## src/rtl/lbfs_pkg.sv

```systemverilog
// ----------------------------------------------------------------------------
// lbfs_pkg: shared types and constants for the least-blur frame selector
// Store geometry, field widths, datapath opcodes and the command and status
// structs that join the controller to the datapath.
// ----------------------------------------------------------------------------
package lbfs_pkg;

  // Store geometry
  localparam int MAX_GROUP   = 16;
  localparam int POSE_DEPTH  = 400;
  localparam int FRAME_DEPTH = 4 * MAX_GROUP + 2;
  localparam int MAX_OUT     = 4;

  // Field widths
  localparam int STAMP_W = 48;
  localparam int TAG_W   = 16;
  localparam int EXPO_W  = 27;
  localparam int RATE_W  = 16;
  localparam int GS_W    = 5;

  // Index and count widths
  localparam int FIDX_W = $clog2(FRAME_DEPTH);
  localparam int PIDX_W = $clog2(POSE_DEPTH + 1);
  localparam int KOUT_W = $clog2(MAX_OUT + 1);

  // Record widths in the stores
  localparam int FREC_W = STAMP_W + TAG_W + EXPO_W;
  localparam int PREC_W = STAMP_W + 3 * RATE_W;

  // Arithmetic widths
  localparam int ACC_W    = STAMP_W + RATE_W + 1;
  localparam int Q_W      = 17;
  localparam int STEP_W   = 5;
  localparam int SUM_W    = 32;
  localparam int E2_W     = 2 * EXPO_W;
  localparam int MPART_W  = SUM_W + EXPO_W;
  localparam int METRIC_W = SUM_W + E2_W + 1;

  // Datapath opcodes
  localparam int OP_W = 5;
  localparam logic [OP_W-1:0] OP_NONE      = 5'd0;
  localparam logic [OP_W-1:0] OP_CAPTURE   = 5'd1;
  localparam logic [OP_W-1:0] OP_STORE     = 5'd2;
  localparam logic [OP_W-1:0] OP_TAKE_FB   = 5'd3;
  localparam logic [OP_W-1:0] OP_TAKE_PICK = 5'd4;
  localparam logic [OP_W-1:0] OP_GRP_INIT  = 5'd5;
  localparam logic [OP_W-1:0] OP_IMG_LOAD  = 5'd6;
  localparam logic [OP_W-1:0] OP_SRCH      = 5'd7;
  localparam logic [OP_W-1:0] OP_BAD       = 5'd8;
  localparam logic [OP_W-1:0] OP_LAT_P0    = 5'd9;
  localparam logic [OP_W-1:0] OP_LAT_P1    = 5'd10;
  localparam logic [OP_W-1:0] OP_PREP      = 5'd11;
  localparam logic [OP_W-1:0] OP_MUL_A     = 5'd12;
  localparam logic [OP_W-1:0] OP_MUL_B     = 5'd13;
  localparam logic [OP_W-1:0] OP_DIV_INIT  = 5'd14;
  localparam logic [OP_W-1:0] OP_DIV_STEP  = 5'd15;
  localparam logic [OP_W-1:0] OP_SQ        = 5'd16;
  localparam logic [OP_W-1:0] OP_E2        = 5'd17;
  localparam logic [OP_W-1:0] OP_M_LO      = 5'd18;
  localparam logic [OP_W-1:0] OP_M_HI      = 5'd19;
  localparam logic [OP_W-1:0] OP_CMP       = 5'd20;

  // Frame store read selects
  localparam logic [1:0] FRD_HEAD  = 2'd0;
  localparam logic [1:0] FRD_LASTN = 2'd1;
  localparam logic [1:0] FRD_CUR   = 2'd2;
  localparam logic [1:0] FRD_BEST  = 2'd3;

  // Pose store read selects
  localparam logic [2:0] PRD_NEWEST = 3'd0;
  localparam logic [2:0] PRD_OLDEST = 3'd1;
  localparam logic [2:0] PRD_MID    = 3'd2;
  localparam logic [2:0] PRD_BELOW  = 3'd3;
  localparam logic [2:0] PRD_AT     = 3'd4;

  typedef struct packed {
    logic [OP_W-1:0] op;
    logic [1:0]      frd_sel;
    logic [2:0]      prd_sel;
    logic            push;
    logic            push_last;
  } cmd_t;

  typedef struct packed {
    logic is_pose;
    logic want_fallback;
    logic can_pick;
    logic pose_gt_frame;
    logic frame_gt_pose;
    logic search_open;
    logic bracket_missing;
    logic bracket_bad;
    logic div_done;
    logic axis_last;
    logic group_last;
    logic pend_valid;
    logic out_free;
  } sts_t;

  // Effective group size: zero acts as one, large values clamp
  function automatic logic [GS_W-1:0] eff_group(input logic [GS_W-1:0] gs);
    logic [GS_W-1:0] r;
    if (gs == '0) r = GS_W'(1);
    else if (gs > GS_W'(MAX_GROUP)) r = GS_W'(MAX_GROUP);
    else r = gs;
    return r;
  endfunction

endpackage

```

## src/rtl/lbfs_ctrl.sv

```systemverilog
// ----------------------------------------------------------------------------
// lbfs_ctrl: sequencing state machine
// Steps the datapath through store, fallback, bracket search, interpolation,
// division and metric compare, and hands results to the output register.
// ----------------------------------------------------------------------------
module lbfs_ctrl (
  input  logic            clk,
  input  logic            rst,
  input  logic            in_valid,
  output logic            in_ready,
  output lbfs_pkg::cmd_t  cmd,
  input  lbfs_pkg::sts_t  sts
);
  import lbfs_pkg::*;

  localparam logic [4:0] S_IDLE      = 5'd0;
  localparam logic [4:0] S_STORE     = 5'd1;
  localparam logic [4:0] S_FB_CHECK  = 5'd2;
  localparam logic [4:0] S_FB_TAKE   = 5'd3;
  localparam logic [4:0] S_PK_CHECK  = 5'd4;
  localparam logic [4:0] S_PK_NEWEST = 5'd5;
  localparam logic [4:0] S_PK_OLDEST = 5'd6;
  localparam logic [4:0] S_IMG_READ  = 5'd7;
  localparam logic [4:0] S_IMG_LOAD  = 5'd8;
  localparam logic [4:0] S_SRCH      = 5'd9;
  localparam logic [4:0] S_SRCH_CMP  = 5'd10;
  localparam logic [4:0] S_BRK_P0    = 5'd11;
  localparam logic [4:0] S_BRK_P1    = 5'd12;
  localparam logic [4:0] S_BRK_CHK   = 5'd13;
  localparam logic [4:0] S_MUL_A     = 5'd14;
  localparam logic [4:0] S_MUL_B     = 5'd15;
  localparam logic [4:0] S_DIV_INIT  = 5'd16;
  localparam logic [4:0] S_DIV       = 5'd17;
  localparam logic [4:0] S_SQ        = 5'd18;
  localparam logic [4:0] S_E2        = 5'd19;
  localparam logic [4:0] S_M_LO      = 5'd20;
  localparam logic [4:0] S_M_HI      = 5'd21;
  localparam logic [4:0] S_CMP       = 5'd22;
  localparam logic [4:0] S_PK_READ   = 5'd23;
  localparam logic [4:0] S_PK_TAKE   = 5'd24;
  localparam logic [4:0] S_DONE      = 5'd25;

  logic [4:0] state, state_next;

  // State register
  always_ff @(posedge clk) begin
    if (rst) begin
      state <= S_IDLE;
    end else begin
      state <= state_next;
    end
  end

  assign in_ready = (state == S_IDLE);

  // Next state and datapath command
  always_comb begin
    state_next    = state;
    cmd.op        = OP_NONE;
    cmd.frd_sel   = FRD_HEAD;
    cmd.prd_sel   = PRD_OLDEST;
    cmd.push      = 1'b0;
    cmd.push_last = 1'b0;
    case (state)
      S_IDLE: begin
        if (in_valid) begin
          cmd.op     = OP_CAPTURE;
          state_next = S_STORE;
        end
      end
      S_STORE: begin
        cmd.op     = OP_STORE;
        state_next = sts.is_pose ? S_PK_CHECK : S_FB_CHECK;
      end
      // overflow fallback: flush any held result before taking a new one
      S_FB_CHECK: begin
        cmd.frd_sel = FRD_HEAD;
        if (!sts.want_fallback) begin
          state_next = S_DONE;
        end else if (!sts.pend_valid || sts.out_free) begin
          cmd.push   = sts.pend_valid;
          state_next = S_FB_TAKE;
        end
      end
      S_FB_TAKE: begin
        cmd.op     = OP_TAKE_FB;
        state_next = S_FB_CHECK;
      end
      // group readiness: newest pose past last image, first image past oldest pose
      S_PK_CHECK: begin
        cmd.frd_sel = FRD_LASTN;
        cmd.prd_sel = PRD_NEWEST;
        state_next  = sts.can_pick ? S_PK_NEWEST : S_DONE;
      end
      S_PK_NEWEST: begin
        cmd.frd_sel = FRD_HEAD;
        cmd.prd_sel = PRD_OLDEST;
        state_next  = sts.pose_gt_frame ? S_PK_OLDEST : S_DONE;
      end
      S_PK_OLDEST: begin
        cmd.frd_sel = FRD_HEAD;
        cmd.prd_sel = PRD_OLDEST;
        if (!sts.frame_gt_pose) begin
          state_next = S_DONE;
        end else if (!sts.pend_valid || sts.out_free) begin
          cmd.push   = sts.pend_valid;
          cmd.op     = OP_GRP_INIT;
          state_next = S_IMG_READ;
        end
      end
      S_IMG_READ: begin
        cmd.frd_sel = FRD_CUR;
        state_next  = S_IMG_LOAD;
      end
      S_IMG_LOAD: begin
        cmd.op     = OP_IMG_LOAD;
        state_next = S_SRCH;
      end
      // binary search for the first pose at or after the image stamp
      S_SRCH: begin
        cmd.prd_sel = PRD_MID;
        if (sts.search_open) begin
          state_next = S_SRCH_CMP;
        end else if (sts.bracket_missing) begin
          cmd.op     = OP_BAD;
          state_next = S_CMP;
        end else begin
          cmd.prd_sel = PRD_BELOW;
          state_next  = S_BRK_P0;
        end
      end
      S_SRCH_CMP: begin
        cmd.op     = OP_SRCH;
        state_next = S_SRCH;
      end
      S_BRK_P0: begin
        cmd.op      = OP_LAT_P0;
        cmd.prd_sel = PRD_AT;
        state_next  = S_BRK_P1;
      end
      S_BRK_P1: begin
        cmd.op     = OP_LAT_P1;
        state_next = S_BRK_CHK;
      end
      S_BRK_CHK: begin
        if (sts.bracket_bad) begin
          cmd.op     = OP_BAD;
          state_next = S_CMP;
        end else begin
          cmd.op     = OP_PREP;
          state_next = S_MUL_A;
        end
      end
      // per axis: interpolate, divide, square
      S_MUL_A: begin
        cmd.op     = OP_MUL_A;
        state_next = S_MUL_B;
      end
      S_MUL_B: begin
        cmd.op     = OP_MUL_B;
        state_next = S_DIV_INIT;
      end
      S_DIV_INIT: begin
        cmd.op     = OP_DIV_INIT;
        state_next = S_DIV;
      end
      S_DIV: begin
        cmd.op = OP_DIV_STEP;
        if (sts.div_done) state_next = S_SQ;
      end
      S_SQ: begin
        cmd.op     = OP_SQ;
        state_next = sts.axis_last ? S_E2 : S_MUL_A;
      end
      S_E2: begin
        cmd.op     = OP_E2;
        state_next = S_M_LO;
      end
      S_M_LO: begin
        cmd.op     = OP_M_LO;
        state_next = S_M_HI;
      end
      S_M_HI: begin
        cmd.op     = OP_M_HI;
        state_next = S_CMP;
      end
      S_CMP: begin
        cmd.op     = OP_CMP;
        state_next = sts.group_last ? S_PK_READ : S_IMG_READ;
      end
      S_PK_READ: begin
        cmd.frd_sel = FRD_BEST;
        state_next  = S_PK_TAKE;
      end
      S_PK_TAKE: begin
        cmd.op     = OP_TAKE_PICK;
        state_next = S_PK_CHECK;
      end
      // release the held result as the last of this run
      S_DONE: begin
        if (!sts.pend_valid) begin
          state_next = S_IDLE;
        end else if (sts.out_free) begin
          cmd.push      = 1'b1;
          cmd.push_last = 1'b1;
          state_next    = S_IDLE;
        end
      end
      default: begin
        state_next = S_IDLE;
      end
    endcase
  end

endmodule

```

## config.mk

```make
export PLATFORM = sky130hd
export DESIGN_NAME = lbfs_ctrl
export DESIGN_NICKNAME = d
export VERILOG_FILES = /design/src/rtl/lbfs_pkg.sv /design/src/rtl/lbfs_ctrl.sv
export SDC_FILE = /design/constraint.sdc
export NUM_CORES = 1
export LEC_CHECK = 0
export ABC_AREA = 1
export BUFFER_PORTS_ARGS = -buffer_cell sky130_fd_sc_hd__buf_2
export CORE_UTILIZATION = 51
export CTS_CLUSTER_SIZE = 16
export DETAILED_ROUTE_END_ITERATION = 6
export PLACE_DENSITY = 0.8
export SYNTH_ARGS = -nofsm -noshare
export SYNTH_HDL_FRONTEND = slang
export SYNTH_SLANG_ARGS = --single-unit
export TNS_END_PERCENT = 100
```

## constraint.sdc

```tcl
create_clock -name clk -period 1.84 [get_ports clk]
set_clock_uncertainty 0.1 [all_clocks]
set_input_delay 0.368 -clock clk [delete_from_list [all_inputs] [get_ports clk]]
set_output_delay 0.368 -clock clk [all_outputs]
set_load 0.1 [all_outputs]
```

==> impl_metrics.yaml, run 1 <==
synthesis:
  netlist_area_sq_um: 940
  synth_fa_ha_area_share_pct: 0
  ys_ff_latch: 5
  synth_top_family_by_area: "simple AND/OR/NAND/NOR gates"
  muxShareOfSynthArea_pct: 0
  yosys.area_share.simple_pct: 60.3
  yosysWarnings: 0
  seq_area_frac_synth_pct: 10.7
  syn-mean-instance-area_sq_um: 5.19
  synth_cell_types: 20
  synth_compound_area_share_pct: 10.8
  synth_xor_area_share_pct: 0
  syn-num-nets: 197
  syn_inst: 181
clock_tree:
  cts_made_buffers: 3
  clk_path_buf_depth: 2
  cts_hold_buf: 0
  cts_root_buffer: "clkbuf_4"
  cts_sinks: 5
  ctsResizeCount: 48
  htree_levels: 1
  cts_setup_buffers: 11
placed_design:
  dp_hpwl_mm: 4.01
  placed_area_sq_mm: 0.00166
  dp_cells: 267
  portBuffers: 28
  place_congestion: 1.03
status:
  run_status: "stopped before the end"
  haltStage: "clock tree synthesis (4_1_cts)"
  stop_error: "[ERROR DPL-0038] Utilization greater than 100%, impossible to legalize"
floorplanning:
  ios: 29
  dieWidth_um: 44.9
  start_util_pct: 54.4
  rows: 15
  die_y_um: 44.9
kinds of logic after synthesis:
| logic type | Yosys count |
|---|---|
| AOI/OAI and AO/OA | 18 |
| and+or+nand+nor | 122 |
| buffers and inverters | 36 |
| DFF | 5 |
cells in the mapped netlist:
master,number,share of area [%]
nand2_1,45,18
inv_1,31,12
nor2_1,27,11
nand3_1,26,14
nand4_1,12,8.0
o21ai_0,7,3.7
a21oi_1,6,3.2
dfxtp_1,5,11
nor3_1,5,2.7
nor2_4,4,4.8
buf_6,3,3.6
o211ai_1,2,1.6
a31oi_1,1,0.67
buf_4,1,0.80
clkbuf_8,1,1.5
nand2_2,1,0.67
nand3b_1,1,0.80
nor3b_1,1,0.80
o2111ai_1,1,0.93
o22ai_1,1,0.67
through the flow:
stage	setup slack (ns)	TNS [ns]	util, %
3_5_place_dp	-0.155	-0.566	96.3
3_3_place_gp	-0.0439	-0.0893	96.3
2_1_floorplan	-0.450	-1.99	-
==> run 2, diff against run 1 <==
CORE_AREA = 2 2 63 65   (was not set)
CORE_UTILIZATION = not set   (was 51)
CTS_CLUSTER_SIZE = not set   (was 16)
DIE_AREA = 0 0 65 67   (was not set)
PLACE_DENSITY = not set   (was 0.8)
PLACE_DENSITY_LB_ADDON = 0.15   (was not set)
==> impl_metrics.yaml, run 2 <==
status:
  run_status: "finished, violations left"
  violations: "negative setup slack"
synthesis:
  synth_top_family_by_area: "simple AND/OR/NAND/NOR gates"
  synth_top_area_share_pct: 18.0
  ys_ff_latch: 5
  syn_inst: 181
  syn-num-nets: 197
  synth_xor_area_share_pct: 0
  yosysWarnings: 0
  muxShareOfSynthArea_pct: 0
  synth_flop_cell: "dfxtp_1"
  synth_edf_count: 0
  synth_compound_area_share_pct: 10.8
  yosys.area_share.simple_pct: 60.3
  synth_common_cells: "nand2_1 (45), inv_1 (31), nor2_1 (27)"
  seq_area_frac_synth_pct: 10.7
  syn-mean-instance-area_sq_um: 5.19
  async_reset_ff_share_pct: 0
  synth_fa_ha_area_share_pct: 0
  netlist_area_sq_um: 940
  synth_cell_types: 20
  yosys.area.top_type: "nand2_1"
  synth_area_leaders: "nand2_1 (18%), nand3_1 (14%), inv_1 (12%), nor2_1 (11%), dfxtp_1 (11%)"
  yosysMostFrequentCell: "nand2_1"
sta:
  rsz0062_at_grt: "yes"
  drv_slew: 0
  setup_viol: 11
  max-slew-margin-rel_pct: 79.5
  setup_ws_ns: -0.217
  period_needed_ns: 2.06
  tightest_slew_ns: 0.306
  report.final.hold_viol_count: 0
  finalSetupTns_ns: -1.31
  fmax_ghz: 0.486
  finalCritPeriodShare_pct: 112
power:
  p_leak_nw: 1.12
  ir_drop_mv: 0.695
  power_density_mw_per_mm2: 1350
setup_path:
  cp_max_fo: 7
  required_ns: 1.37
  cp-start-kind: "flip-flop"
  timing.rr.start: "state[3]"
  rrSetupSlack_ns: 0.09
  r2r_end: "state[2]"
  end_kind: "output port"
  cp_data_arrival_time_ns: 1.59
  path_class: "flip-flop to output port"
  ff2ff_path_depth: 10
layout:
  regArea_sq_um: 116
  largest_register_ffs: 5
  layout.cells.most_common: "buf_4"
  largestRegisters: "state x5"
  syn_to_final_growth_pct: 135
  nets: 291
  antenna_cells: 0
  final_cell_mix: "buf_4 (51), nand2_1 (30), inv_1 (22)"
  regMostFlops: "state"
  fill_cells: 319
  multi_input_area_sq_um: 958
  stdcell_count: 322
  drive_above_1_share_pct: 58.4
grt:
  antenna_found_initial: 0
  grt_pass1_wl_mm: 6.76
  first_global_vias: 1428
  grt_use_total_pct: 20.5
  grt_max_degree: 9
  overflow: 0
clock_tree:
  cts_sinks: 5
  htree_levels: 1
  clk_path_buf_depth: 2
  cts_made_buffers: 3
  clk_latency_ns: 0.22
  path_clk_slew_ns: 0.03
  cts_root_buffer: "clkbuf_8"
  cts_tree: "yes"
  cts_hold_buf: 0
floorplanning:
  rows: 22
  die_y_um: 67
  dieWidth_um: 65
  ios: 29
  start_util_pct: 26.1
  dieArea_sq_mm: 0.00436
  core_area_sq_mm: 0.00361
drt:
  routed_wirelength_mm: 4.52
  wl_per_cell_um: 14.0
  dr_wl_met2_mm: 2.23
  wl_met3_um: 273
  vias_per_cell: 4.95
  drt-met1-wl_mm: 1.89
  detail-route-antenna-nets: 0
  num_vias: 1595
  route.detailed.drc: 0
  route.top_layer_used: "met4"
  drt_iter0_drc: 136
  drt_first_pass_iters: 4
placed_design:
  place_congestion: 0.943
  portBuffers: 28
  dp_hpwl_mm: 3.27
  dp_cells: 298
hold_path:
  hold_start: "rst"
  hold_path.class: "input pin to flip-flop"
  min_to: "state[0]"
  holdPathStages: 2
flow_run:
  cap_violations: 0
## run 2: where the power goes
group          total [mW]  internal [mW]  leakage (nW)  switching (mW)
sequential          0.228          0.157        0.0442          0.0712
combinational        2.55           1.06          1.05            1.49
clock               0.206          0.149        0.0228          0.0573
## run 2: layer usage
metal,global-route usage (%),vias to the layer above
met5,0,-
li1,-,779
met4,9.84,0
met2,33.0,66
met3,2.36,12
met1,27.1,738
## run 2: cell families (layout without fill, tap and decap cells)
logic type             count (synthesis)  in the layout
buffers and inverters                 36            129
and+or+nand+nor                      122            122
AOI/OAI and AO/OA                     18             18
DFF                                    5              5
## run 2: how the worst max path moves through the flow
stage	start	to	slack, ns	cells past startpoint
6_report	state[3]	cmd[7]	-0.22	9
5_1_grt	state[3]	cmd[7]	-0.28	9
4_1_cts	state[3]	cmd[1]	-0.20	8
3_5_place_dp	state[3]	cmd[7]	-0.06	9
3_3_place_gp	state[3]	cmd[7]	-0.07	9
2_1_floorplan	state[3]	cmd[9]	-0.45	8
## run 2: layout make-up
class | instances | share of cell area (%)
multi-input cells | 140 | 43.4
well taps | 48 | 2.72
flip-flops and latches | 5 | 5.27
clock buffers | 4 | 2.04
repair buffers | 94 | 40.5
inverters | 31 | 6.06
## run 2: stage by stage
stage / power [mW] / hold WS (ns) / utilization [%] / worst slack, ns / cell area [sq um]
final: 2.98 / 0.253 / 61.3 / -0.217 / 2210
after global routing: 3.11 / 0.260 / 61.3 / -0.281 / 2210
after CTS: 2.59 / 0.249 / 53.7 / -0.205 / 1940
after detailed placement: 2.28 / 0.487 / 48.9 / -0.0598 / 1760
after global placement: 2.28 / 0.491 / 48.9 / -0.0682 / 1760
after floorplan: 1.45 / 0.330 / - / -0.450 / 1060
## run 2: critical path, cell delays in order, from the launching register on
cell and delay (ns):
dfxtp_4 0.41, inv_2 0.07, nand2_4 0.08, inv_2 0.05
nand3_2 0.07, o211ai_1 0.13, nor3_2 0.19, buf_4 0.14
nand3_4 0.06, buf_12 0.17
## run 2: what timing repair did
item / CTS / global route
gates resized for setup: 28 / 47
buffers inserted: 10 / 11
endpoints found under the setup margin: 12 / 15
pin swaps: 16 / 20
gates cloned: 0 / 0
(Power assumes the default switching activity.)
==> run 3, diff against run 2 <==
ABC_AREA = not set   (was 1)
==> impl_metrics.yaml, run 3 <==
setup_path:
  ff2ff_path_depth: 8
  cp-start-kind: "flip-flop"
  cp_max_fo: 7
  cpMaxStageDelayCell: "dfxtp_4"
  cpPeakStageDelay_ns: 0.37
  end_kind: "output port"
  path_class: "flip-flop to output port"
  crit_chain: "buf_8 > buf_6 > and3b_1 > a32oi_2 > nor2_4 > buf_12"
  cp_data_arrival_time_ns: 1.51
  required_ns: 1.37
synthesis:
  synth_edf_count: 0
  yosysMostFrequentCell: "nor2_1"
  syn-mean-instance-area_sq_um: 6.74
  seq_area_frac_synth_pct: 10.5
  yosysWarnings: 0
  synth_flop_cell: "dfxtp_1"
  ys_ff_latch: 5
  synth_top_area_share_pct: 10.5
  synth_cell_types: 52
  synth_area_leaders: "dfxtp_1 (11%), nor2_1 (6.7%), o21ai_0 (5.8%), nand2b_1 (5.3%), nand2_1 (4.3%)"
  async_reset_ff_share_pct: 0
  synth_common_cells: "nor2_1 (17), nand2_1 (11), o21ai_0 (11)"
  syn_inst: 141
  syn-num-nets: 157
  yosys.area.top_type: "dfxtp_1"
  netlist_area_sq_um: 951
placed_design:
  dp_cells: 240
  pre_cts_slack_ns: -0.0956
  placed_area_sq_mm: 0.00168
  portBuffers: 28
  dp_hpwl_mm: 3.24
  place_congestion: 0.859
layout:
  antenna_cells: 0
  drive_above_1_share_pct: 63.6
  regArea_sq_um: 116
  design_area_sq_mm: 0.00205
  final_cell_mix: "buf_4 (34), buf_2 (16), buf_12 (15)"
  syn_to_final_growth_pct: 115
  fin_util_pct: 56.7
  fill_cells: 342
  regMostFlops: "state"
  layout.cells.most_common: "buf_4"
  stdcell_count: 257
  multi_input_area_sq_mm: 0.00103
  largestRegisters: "state x5"
  largest_register_ffs: 5
  nets: 226
drt:
  num_vias: 1417
  vias_per_cell: 5.51
  routed_wirelength_mm: 4.33
  drt_iter0_drc: 126
  wl_per_cell_um: 16.9
  drt_first_pass_iters: 4
  detail-route-antenna-nets: 0
  route.detailed.drc: 0
sta:
  setup_viol: 13
  holdWs_ns: 0.323
  finalCritPeriodShare_pct: 107
  report.final.hold_viol_count: 0
  max-slew-margin-rel_pct: 73.3
  drv_slew: 0
  finalSetupTns_ns: -0.950
  setup_ws_ns: -0.133
  rsz0062_at_grt: "yes"
  period_needed_ns: 1.97
  tightest_slew_ns: 0.400
  fmax_ghz: 0.507
flow_run:
  cap_violations: 0
power:
  power_density_mw_per_mm2: 1970
  p_total_mw: 4.03
  ir_drop_mv: 1.50
  p_leak_nw: 0.777
clock_tree:
  cts_made_buffers: 3
  htree_levels: 1
  cts_tree: "yes"
  cts_root_buffer: "clkbuf_8"
  path_clk_slew_ns: 0.03
  clk_path_buf_depth: 2
  cts_sinks: 5
  clk_latency_ns: 0.22
floorplanning:
  start_util_pct: 26.4
  dieWidth_um: 65
  die_y_um: 67
  rows: 22
  dieArea_sq_mm: 0.00436
  core_area_sq_mm: 0.00361
  ios: 29
grt:
  grt_pass1_wl_mm: 7.19
  grt_use_total_pct: 21.5
  first_global_vias: 1466
  overflow: 0
  antenna_found_initial: 0
  grt_max_degree: 22
hold_path:
  holdPathStages: 2
  hold_path.class: "input pin to flip-flop"
status:
  run_status: "finished, violations left"
  violations: "negative setup slack"
run 3: changes by cell type after synthesis, sizes merged, moves of 4 or more:
cell    previous run  this run
nand2             46        11
inv               31         4
nand3             26         3
nor2              31        17
nand4             12         2
buf                4        13
nand2b             0         8
nor2b              0         4
o21ai              7        11
o221ai             0         4
run 3: final timing paths:
check	from	slack, ns	to
setup / recovery	state[0]	-0.13	cmd[1]
hold / removal	rst	0.32	state[0]
setup reg to reg	state[0]	-0.02	state[0]
hold reg to reg	state[4]	0.67	state[4]
run 3: layout make-up:
type / count / share of cell area, %
sequential: 5 / 5.69
tap: 48 / 2.94
inverter: 4 / 1.16
timing repair buffer: 77 / 37.9
clock buffer: 4 / 2.20
multi-input combinational: 119 / 50.2
run 3: layer usage:
metal / global-route usage (%) / vias to the layer above / wire, um
met3: 1.52 / 14 / 265
li1: - / 678 / -
met2: 37.8 / 71 / 2190
met5: 0 / - / 0
met1: 25.5 / 654 / 1690
met4: 13.0 / 0 / 184
run 3: report_power, final:
part	switching, mW	total [mW]	internal, mW	leakage, nW
combinational	2.03	3.57	1.54	0.710
sequential	0.0872	0.256	0.169	0.0442
clock	0.0535	0.202	0.149	0.0228
total	2.17	4.03	1.86	0.777
run 3: cells by family (layout without fill, tap and decap cells):
group           count (synthesis)  count (layout)  synth area share [%]
mux                             3               3                  3.55
buf+inv                        17              85                  8.95
compound gates                 55              55                  43.2
simple gates                   60              60                  32.9
xor+xnor                        1               1                 0.921
flops                           5               5                  10.5
run 3: critical path, delay by kind of cell (launching register included):
kind / cells / cell delay [ns]
AO/OA/AOI/OAI: 1 / 0.24
flip-flops: 1 / 0.37
AND/OR/NAND/NOR: 2 / 0.23
buffers and inverters: 3 / 0.45
run 3: repair_timing:
item | CTS | global route
hold buffers | 0 | 0
gates cloned | 1 | 0
buffers inserted | 11 | 1
endpoints found under the setup margin | 14 | 17
gates resized for setup | 45 | 15
pin swaps | 14 | 9
